`src/rtl/core/mrt_pkg.sv`:
```
// shared constants and types for the mesh route table
package mrt_pkg;
  localparam int TableEntries = 64;
  localparam int IdxW = $clog2(TableEntries);
  localparam int CntW = $clog2(TableEntries + 1);

  localparam logic [2:0] CMD_ADD_LOCAL = 3'd0;
  localparam logic [2:0] CMD_REM_LOCAL = 3'd1;
  localparam logic [2:0] CMD_ADD_HOP   = 3'd2;
  localparam logic [2:0] CMD_REM_RELAY = 3'd3;
  localparam logic [2:0] CMD_REM_HOP   = 3'd4;
  localparam logic [2:0] CMD_LOOKUP    = 3'd5;

  localparam logic [1:0] ST_DONE     = 2'd0;
  localparam logic [1:0] ST_OWN      = 2'd1;
  localparam logic [1:0] ST_FULL     = 2'd2;
  localparam logic [1:0] ST_NO_ROUTE = 2'd3;

  localparam logic [1:0] KIND_NONE   = 2'd0;
  localparam logic [1:0] KIND_DIRECT = 2'd1;
  localparam logic [1:0] KIND_RELAY  = 2'd2;

  typedef struct packed {
    logic [7:0]  node;
    logic [7:0]  relay;
    logic        active;
    logic [31:0] seen;
  } entry_t;
endpackage

```
`src/rtl/core/mrt_ram.sv`:
```
// entry store: one write port, one registered read port
module mrt_ram (
  input  logic                clk,
  input  logic                we,
  input  logic [mrt_pkg::IdxW-1:0] waddr,
  input  mrt_pkg::entry_t     wdata,
  input  logic [mrt_pkg::IdxW-1:0] raddr,
  output mrt_pkg::entry_t     rdata
);
  import mrt_pkg::*;
  entry_t mem [TableEntries];
  always_ff @(posedge clk) begin
    if (we) mem[waddr] <= wdata;
    rdata <= mem[raddr];
  end
endmodule

```
`src/rtl/core/mesh_route_table.sv`:
```
// Mesh route table: up to 64 entries kept in insertion order in one RAM with a registered
// read. One transaction at a time: the sequencer scans the n stored entries one per cycle,
// refreshing, marking stale or compacting the tail in place as it goes, then finishes and
// presents the result. A lookup that falls back to the relay pass scans a second time.
// Own-id rejects and unknown commands answer in the cycle after acceptance. in_stall is
// high from acceptance until the result is taken, so out_stall holds off the next
// transaction.
module mesh_route_table (
  input  logic        clk,
  input  logic        rst_n,
  input  logic        cfg_we,
  input  logic        cfg_index,
  input  logic [15:0] cfg_data,
  input  logic        in_valid,
  output logic        in_stall,
  input  logic [2:0]  in_command,
  input  logic [7:0]  in_node_id,
  input  logic [7:0]  in_relay_id,
  input  logic        in_active_flag,
  input  logic [31:0] in_now_ms,
  output logic        out_valid,
  input  logic        out_stall,
  output logic [1:0]  out_status,
  output logic [1:0]  out_route_kind,
  output logic [7:0]  out_next_hop_id,
  output logic [6:0]  out_removed_count
);
  import mrt_pkg::*;

  localparam logic [2:0] S_IDLE = 3'd0, S_SCAN = 3'd1, S_FIN = 3'd2,
                         S_SCAN2 = 3'd3, S_OUT = 3'd4;

  logic [2:0] state_r;
  logic [7:0] own_r;
  logic [15:0] lim_r;
  logic [2:0] cmd_r;
  logic [7:0] node_r, relay_r;
  logic act_r;
  logic [31:0] now_r;
  logic [CntW-1:0] count_r, rd_r, wr_r, hit_r;
  logic rvalid_r, found_r, direct_r, best_r;
  logic [7:0] best_relay_r;
  logic [1:0] st_r, kind_r;
  logic [7:0] hop_r;
  logic [CntW-1:0] rem_r;

  logic we;
  logic [IdxW-1:0] waddr, raddr;
  entry_t wdata, rdata;

  mrt_ram u_ram (.clk(clk), .we(we), .waddr(waddr), .wdata(wdata),
                 .raddr(raddr), .rdata(rdata));

  logic [7:0] key_relay;
  logic match_pair, match_relay, age_gt, age_lt, is_rem;
  logic [31:0] age;
  always_comb begin
    key_relay = (cmd_r == CMD_ADD_LOCAL || cmd_r == CMD_REM_LOCAL) ? own_r : relay_r;
    match_pair = rdata.node == node_r && rdata.relay == key_relay;
    match_relay = rdata.relay == relay_r;
    age = now_r - rdata.seen;
    age_gt = age > {16'd0, lim_r};
    age_lt = age < {16'd0, lim_r};
    is_rem = cmd_r == CMD_REM_LOCAL || cmd_r == CMD_REM_HOP || cmd_r == CMD_REM_RELAY;
  end

  // scan drop: entry read this cycle is removed (compaction skips it)
  logic drop;
  always_comb begin
    drop = 1'b0;
    if (cmd_r == CMD_REM_RELAY) drop = match_relay;
    else if (is_rem) drop = match_pair && !found_r;
  end

  always_comb begin
    we = 1'b0;
    waddr = wr_r[IdxW-1:0];
    wdata = rdata;
    raddr = rd_r[IdxW-1:0];
    if (state_r == S_SCAN && rvalid_r) begin
      if (is_rem) begin
        we = !drop && (wr_r != hit_r);
      end else if (cmd_r == CMD_LOOKUP) begin
        waddr = hit_r[IdxW-1:0];
        wdata.active = 1'b0;
        we = rdata.node == node_r && rdata.active && rdata.relay == own_r && age_gt;
      end else if (match_pair && !found_r) begin
        waddr = hit_r[IdxW-1:0];
        wdata.active = 1'b1;
        wdata.seen = now_r;
        we = 1'b1;
      end
    end else if (state_r == S_FIN && !found_r &&
                 (cmd_r == CMD_ADD_LOCAL || cmd_r == CMD_ADD_HOP) &&
                 count_r != CntW'(TableEntries)) begin
      we = 1'b1;
      waddr = count_r[IdxW-1:0];
      wdata.node = node_r;
      wdata.relay = key_relay;
      wdata.active = (cmd_r == CMD_ADD_HOP) ? act_r : 1'b1;
      wdata.seen = now_r;
    end
  end

  logic own_hit;
  always_comb begin
    case (in_command)
      CMD_ADD_LOCAL, CMD_REM_LOCAL: own_hit = in_node_id == own_r;
      CMD_ADD_HOP, CMD_REM_HOP: own_hit = in_node_id == own_r || in_relay_id == own_r;
      CMD_REM_RELAY: own_hit = in_relay_id == own_r;
      default: own_hit = 1'b0;
    endcase
  end

  assign in_stall = state_r != S_IDLE;
  assign out_valid = state_r == S_OUT;
  assign out_status = st_r;
  assign out_route_kind = kind_r;
  assign out_next_hop_id = hop_r;
  assign out_removed_count = (rem_r > CntW'(127)) ? 7'd127 : 7'(rem_r);

  always_ff @(posedge clk) begin
    if (!rst_n) begin
      state_r <= S_IDLE;
      own_r <= 8'd0;
      lim_r <= 16'd500;
      count_r <= '0;
    end else begin
      if (cfg_we) begin
        if (cfg_index) lim_r <= cfg_data;
        else own_r <= cfg_data[7:0];
      end
      case (state_r)
        S_IDLE: if (in_valid) begin
          cmd_r <= in_command; node_r <= in_node_id; relay_r <= in_relay_id;
          act_r <= in_active_flag; now_r <= in_now_ms;
          rd_r <= '0; wr_r <= '0; hit_r <= '0; rem_r <= '0;
          rvalid_r <= 1'b0; found_r <= 1'b0; direct_r <= 1'b0; best_r <= 1'b0;
          st_r <= ST_DONE; kind_r <= KIND_NONE; hop_r <= 8'd0;
          if (own_hit) begin
            st_r <= ST_OWN; state_r <= S_OUT;
          end else if (in_command > CMD_LOOKUP) state_r <= S_OUT;
          else state_r <= S_SCAN;
        end
        S_SCAN: begin
          if (rd_r < count_r) rd_r <= rd_r + 1'b1;
          rvalid_r <= rd_r < count_r;
          if (rvalid_r) begin
            hit_r <= hit_r + 1'b1;
            if (is_rem) begin
              if (drop) begin
                found_r <= cmd_r != CMD_REM_RELAY;
                rem_r <= rem_r + 1'b1;
              end else wr_r <= wr_r + 1'b1;
            end else if (cmd_r == CMD_LOOKUP) begin
              if (rdata.node == node_r) begin
                if (rdata.active && rdata.relay == own_r) begin
                  if (!age_gt) direct_r <= 1'b1;
                end else begin
                  best_r <= 1'b1; best_relay_r <= rdata.relay;
                end
              end
            end else if (match_pair) found_r <= 1'b1;
          end
          if (!(rd_r < count_r) && (rvalid_r || count_r == '0 || rd_r == count_r))
            if (!(rd_r < count_r) && !(rvalid_r && rd_r != count_r) && !rvalid_r ||
                (rvalid_r && rd_r == count_r && !(rd_r < count_r)))
              state_r <= S_FIN;
        end
        S_FIN: begin
          state_r <= S_OUT;
          if (is_rem) count_r <= count_r - rem_r;
          else if (cmd_r == CMD_LOOKUP) begin
            if (direct_r) begin
              kind_r <= KIND_DIRECT; hop_r <= node_r;
            end else if (best_r) begin
              rd_r <= '0; rvalid_r <= 1'b0; found_r <= 1'b0; state_r <= S_SCAN2;
            end else st_r <= ST_NO_ROUTE;
          end else if (!found_r) begin
            if (count_r == CntW'(TableEntries)) st_r <= ST_FULL;
            else count_r <= count_r + 1'b1;
          end
        end
        S_SCAN2: begin
          if (rd_r < count_r) rd_r <= rd_r + 1'b1;
          rvalid_r <= rd_r < count_r;
          if (rvalid_r && !found_r && rdata.node == best_relay_r &&
              rdata.relay == own_r && age_lt) begin
            found_r <= 1'b1; kind_r <= KIND_RELAY; hop_r <= rdata.node;
          end
          if (!(rd_r < count_r) && !rvalid_r) begin
            state_r <= S_OUT;
            if (!found_r) st_r <= ST_NO_ROUTE;
          end
        end
        S_OUT: if (!out_stall) state_r <= S_IDLE;
        default: state_r <= S_IDLE;
      endcase
    end
  end
endmodule
```
`config.mk`:
```
export PLATFORM = sky130hd
export DESIGN_NAME = mesh_route_table
export DESIGN_NICKNAME = d
export VERILOG_FILES = /design/src/rtl/core/mrt_pkg.sv /design/src/rtl/core/mrt_ram.sv /design/src/rtl/core/mesh_route_table.sv
export SDC_FILE = /design/constraint.sdc
export NUM_CORES = 2
export LEC_CHECK = 0
export ABC_AREA = 0
export BUFFER_PORTS_ARGS = -buffer_cell sky130_fd_sc_hd__buf_2
export CORE_MARGIN = 2
export CORE_UTILIZATION = 60
export DETAILED_ROUTE_END_ITERATION = 6
export PLACE_DENSITY = 0.75
export SETUP_SLACK_MARGIN = 0.1
export SKIP_LAST_GASP = 1
export SLEW_MARGIN = 20
export SYNTH_ARGS = -nofsm -noshare
export SYNTH_HDL_FRONTEND = slang
export SYNTH_SLANG_ARGS = --single-unit
```
`constraint.sdc`:
```
create_clock -name clk -period 11.4 [get_ports clk]
set_input_delay 2.28 -clock clk [delete_from_list [all_inputs] [get_ports clk]]
set_output_delay 2.28 -clock clk [all_outputs]
set_load 0.1 [all_outputs]
```
==> impl_metrics.yaml <==
outcome:
  status: "complete, no violations"
route:
  dr_wl_met2_um: 171000
  top_layer_used: "met5"
  met3_wirelength_um: 45100
  num_vias: 64856
  viasPerCell: 7.14
  wire_per_inst_um: 39.3
  dr.pass1.iters: 6
  drt_wl_total_um: 357000
  met1_length_um: 124000
  drcViolationCount: 0
  ant_nets: 0
  drt_iter0_drc: 10942
grt:
  first_global_vias: 63977
  grt.total_usage_pct: 32.7
  grt_max_degree: 118
  antenna_found_initial: 60
  grt-ovfl-total: 0
  grt_pass1_wl_um: 502000
worst_setup_path:
  start_kind: "flip-flop"
  crit_fanout: 36
  timing.rr.start: "state_r[0]$_SDFFE_PN0P_"
  worstPathRequired_ns: 11.98
  crit_top_cell: "nand2_1"
  cp_data_arrival_time_ns: 7.12
  cp_top_family: "simple AND/OR/NAND/NOR gates"
  worstSetupPathType: "reg -> reg"
  cp-end-kind: "flip-flop"
  crit_path_cell_trace: "nor2b_1 > nand2_1 > inv_1 > nand2_1 > nor4_1 > nand2_1 > o21a_4 > o31a_2 > buf_4 > or4_1 > a21oi_4 > buf_4"
  cpMaxStageDelayCell: "or4_1"
  r2r_slack_ns: 4.86
  r2r-end: "u_ram.mem[27][22]$_DFFE_PP_"
  slowest_delay_ns: 0.92
  r2r_cells: 12
  path_buf_inv: 3
floorplanning:
  fp-row-count: 170
  die_w_um: 470
  fp.dieArea_um2: 221000
  io_pins: 95
  core_area_um2: 215000
  die_h_um: 470
  start_util_pct: 60.5
sta:
  finClkSkew_ns: 0.104
  finalCritPeriodShare_pct: 57.4
  rsz0062_at_grt: "false"
  slew_viol_final: 0
  finalSetupViolations: 0
  final-hold-violation-count: 0
  setup_slack_ns: 4.86
  min_period_ns: 6.54
  fin_setup_tns_ns: 0
  worst-slew-pin-transition_ns: 1.17
  slew-limit-headroom_pct: 22.2
  fmax_mhz: 153
power:
  vdd_drop_max_v: 0.000215
  p_leak_nw: 45.4
  pwr_density_cell_nw_per_um2: 233
finish:
  fin_nets: 6119
  postLayoutCellArea_um2: 146000
  layout-drive-gt1-share_pct: 30.0
  fin_cells: 9083
  area_delta_synth_final_pct: 12.1
yosys:
  synth.area.top_cells: "edfxtp_1, mux4_2, dfxtp_1"
  synth_area_per_cell_um2: 22.9
  yosysTopAreaCell: "edfxtp_1"
  yosysMostFrequentCell: "edfxtp_1"
  ys_async_sr_fraction_pct: 0
  postSynthCellCount: 5682
  ys_seq_area_share_pct: 76.0
  ys_top_cells_by_count: "edfxtp_1, mux4_2, clkbuf_1, nand2_1, nor2_1"
  ys_ff_latch: 3323
  synth_nets: 5822
  synth_edf_count: 3240
  synth_cell_types: 80
  synthFlopType: "edfxtp_1"
  synth_warnings: 0
  synth_area_um2: 130000
  synth_top_area_share_pct: 74.8
hold_path:
  min_to: "lim_r[12]$_SDFFE_PN0P_"
  holdCritStartpoint: "lim_r[12]$_SDFFE_PN0P_"
  hold_path_class: "reg -> reg"
  whs_path_depth: 2
clock_tree:
  cts.sinks: 3323
  cts_root_buf: "clkbuf_16"
  ctsHoldBuffers: 0
  clock_latency_ns: 1.00
  cts-resized-gates: 0
  numCtsBuffers: 339
  clock_path_buffers: 4
  cts_tree: "done"
  htree_levels: 5
  cts.reportedPaths.clkPinSlew_ns: 0.06
  post_cts_buffers: 0
place:
  gp_congestion: 0.941
  place_area_um2: 135000
  place_hpwl_um: 204000
  portBuffers: 94
  dp_cells: 8474
  dpl_worst_slack_ns: 4.90
run:
  drv_cap: 0
## final cells by class
cell class	count	area [um2]
Tap cell	2838	3550
Timing Repair Buffer	261	1890
Multi-Input combinational cell	1978	30700
Fill cell	12607	69200
Inverter	76	285
Clock inverter	164	1570
Sequential cell	3323	99000
Clock buffer	423	8890
Antenna cell	20	50.0
## worst max-delay path by stage
stage                                  startpoint                           to  depth (start not counted)
after global placement         now_r[3]$_DFFE_PP_  u_ram.mem[36][23]$_DFFE_PP_                         20
after floorplan                now_r[3]$_DFFE_PP_   u_ram.mem[16][0]$_DFFE_PP_                         19
after CTS                 state_r[0]$_SDFFE_PN0P_   u_ram.mem[27][9]$_DFFE_PP_                         12
after global routing      state_r[0]$_SDFFE_PN0P_   u_ram.mem[27][9]$_DFFE_PP_                         12
after detailed placement  state_r[0]$_SDFFE_PN0P_  u_ram.mem[27][18]$_DFFE_PP_                         12
final                     state_r[0]$_SDFFE_PN0P_  u_ram.mem[27][22]$_DFFE_PP_                         12
## where the power goes
| group | switching (mW) | internal, mW | total, mW |
|---|---|---|---|
| Combinational | 5.38 | 2.33 | 7.71 |
| Clock | 4.55 | 6.17 | 10.7 |
| Sequential | 0.192 | 15.4 | 15.6 |
| Total | 10.1 | 23.9 | 34.0 |
## metrics by stage
| step | utilization, % | hold WS, ns | power (mW) |
|---|---|---|---|
| after floorplan | - | 0.443 | 20.1 |
| after global placement | 62.9 | 0.455 | 23.2 |
| after detailed placement | 62.9 | 0.458 | 23.4 |
| after CTS | 67.8 | 0.466 | 34.0 |
| after global routing | 67.8 | 0.501 | 34.8 |
| final | 67.8 | 0.466 | 34.0 |
## flip-flops by register name, indices dropped and copies added, names as in the netlist, 2 cells and up
name / cells
lim_r: 16
cmd_r: 3
relay_r: 8
rd_r: 7
state_r: 3
now_r: 32
out_status: 2
out_next_hop_id: 8
best_relay_r: 8
rem_r: 7
count_r: 7
u_ram.rdata: 49
own_r: 8
u_ram.mem: 3136
node_r: 8
out_route_kind: 2
hit_r: 7
wr_r: 7
## layer usage
layer  track usage [%]  up-vias
li1                  -    24773
met1              44.9    34328
met2              50.8     5004
met3              8.62      723
met4              13.1       28
met5                 0        -
## layout by cell type, fill, tap and decap left out, types with 13 or more instances in the layout
master      Yosys  routed
o211ai_1       18      18
a21o_1         20      20
buf_4           0     151
nand3_1        31      31
diode_2         0      20
a21boi_0       15      15
mux2_2         33      22
nor2b_1        18      18
a211oi_4        0      33
clkbuf_1      227      78
xnor2_1        61      61
mux4_2       1029    1029
ha_1           64      64
clkbuf_16       0     342
bufinv_16       0      29
nand2_1       120     120
clkinv_1        0      63
nor3_1         13      13
inv_1          76      76
xor2_1         43      43
and2_1         20      20
o21ai_0        41      31
mux2i_1        19      19
clkinv_2        0      48
nand2b_1       22      22
a21oi_4         0      32
nor2_1         92      90
clkinvlp_4      0      13
buf_2          20      94
dfxtp_1        83      83
edfxtp_1     3240    3240
nand4_1        24      24
a21oi_1        84      52
## cells by family (layout without fill, tap and decap cells)
kind of cell	count (synthesis)	count (layout)	synth area share, %
buffers and inverters	381	924	1.12
AO/OA/AOI/OAI	315	315	1.66
other	0	20	0
XOR/XNOR	104	104	0.700
multiplexers	1081	1081	18.2
adder cells (fa/ha/maj)	66	66	0.646
flip-flops	3323	3323	76.0
AND/OR/NAND/NOR	412	412	1.59
## worst register-to-register path: cells and delay by family, from the launching register on
kind                   cells  cell delay, ns
AND/OR/NAND/NOR            6            2.52
buffers and inverters      3            1.54
AO/OA/AOI/OAI              3            1.62
flip-flops                 1            0.46
Power figures use the tool's default switching activity.
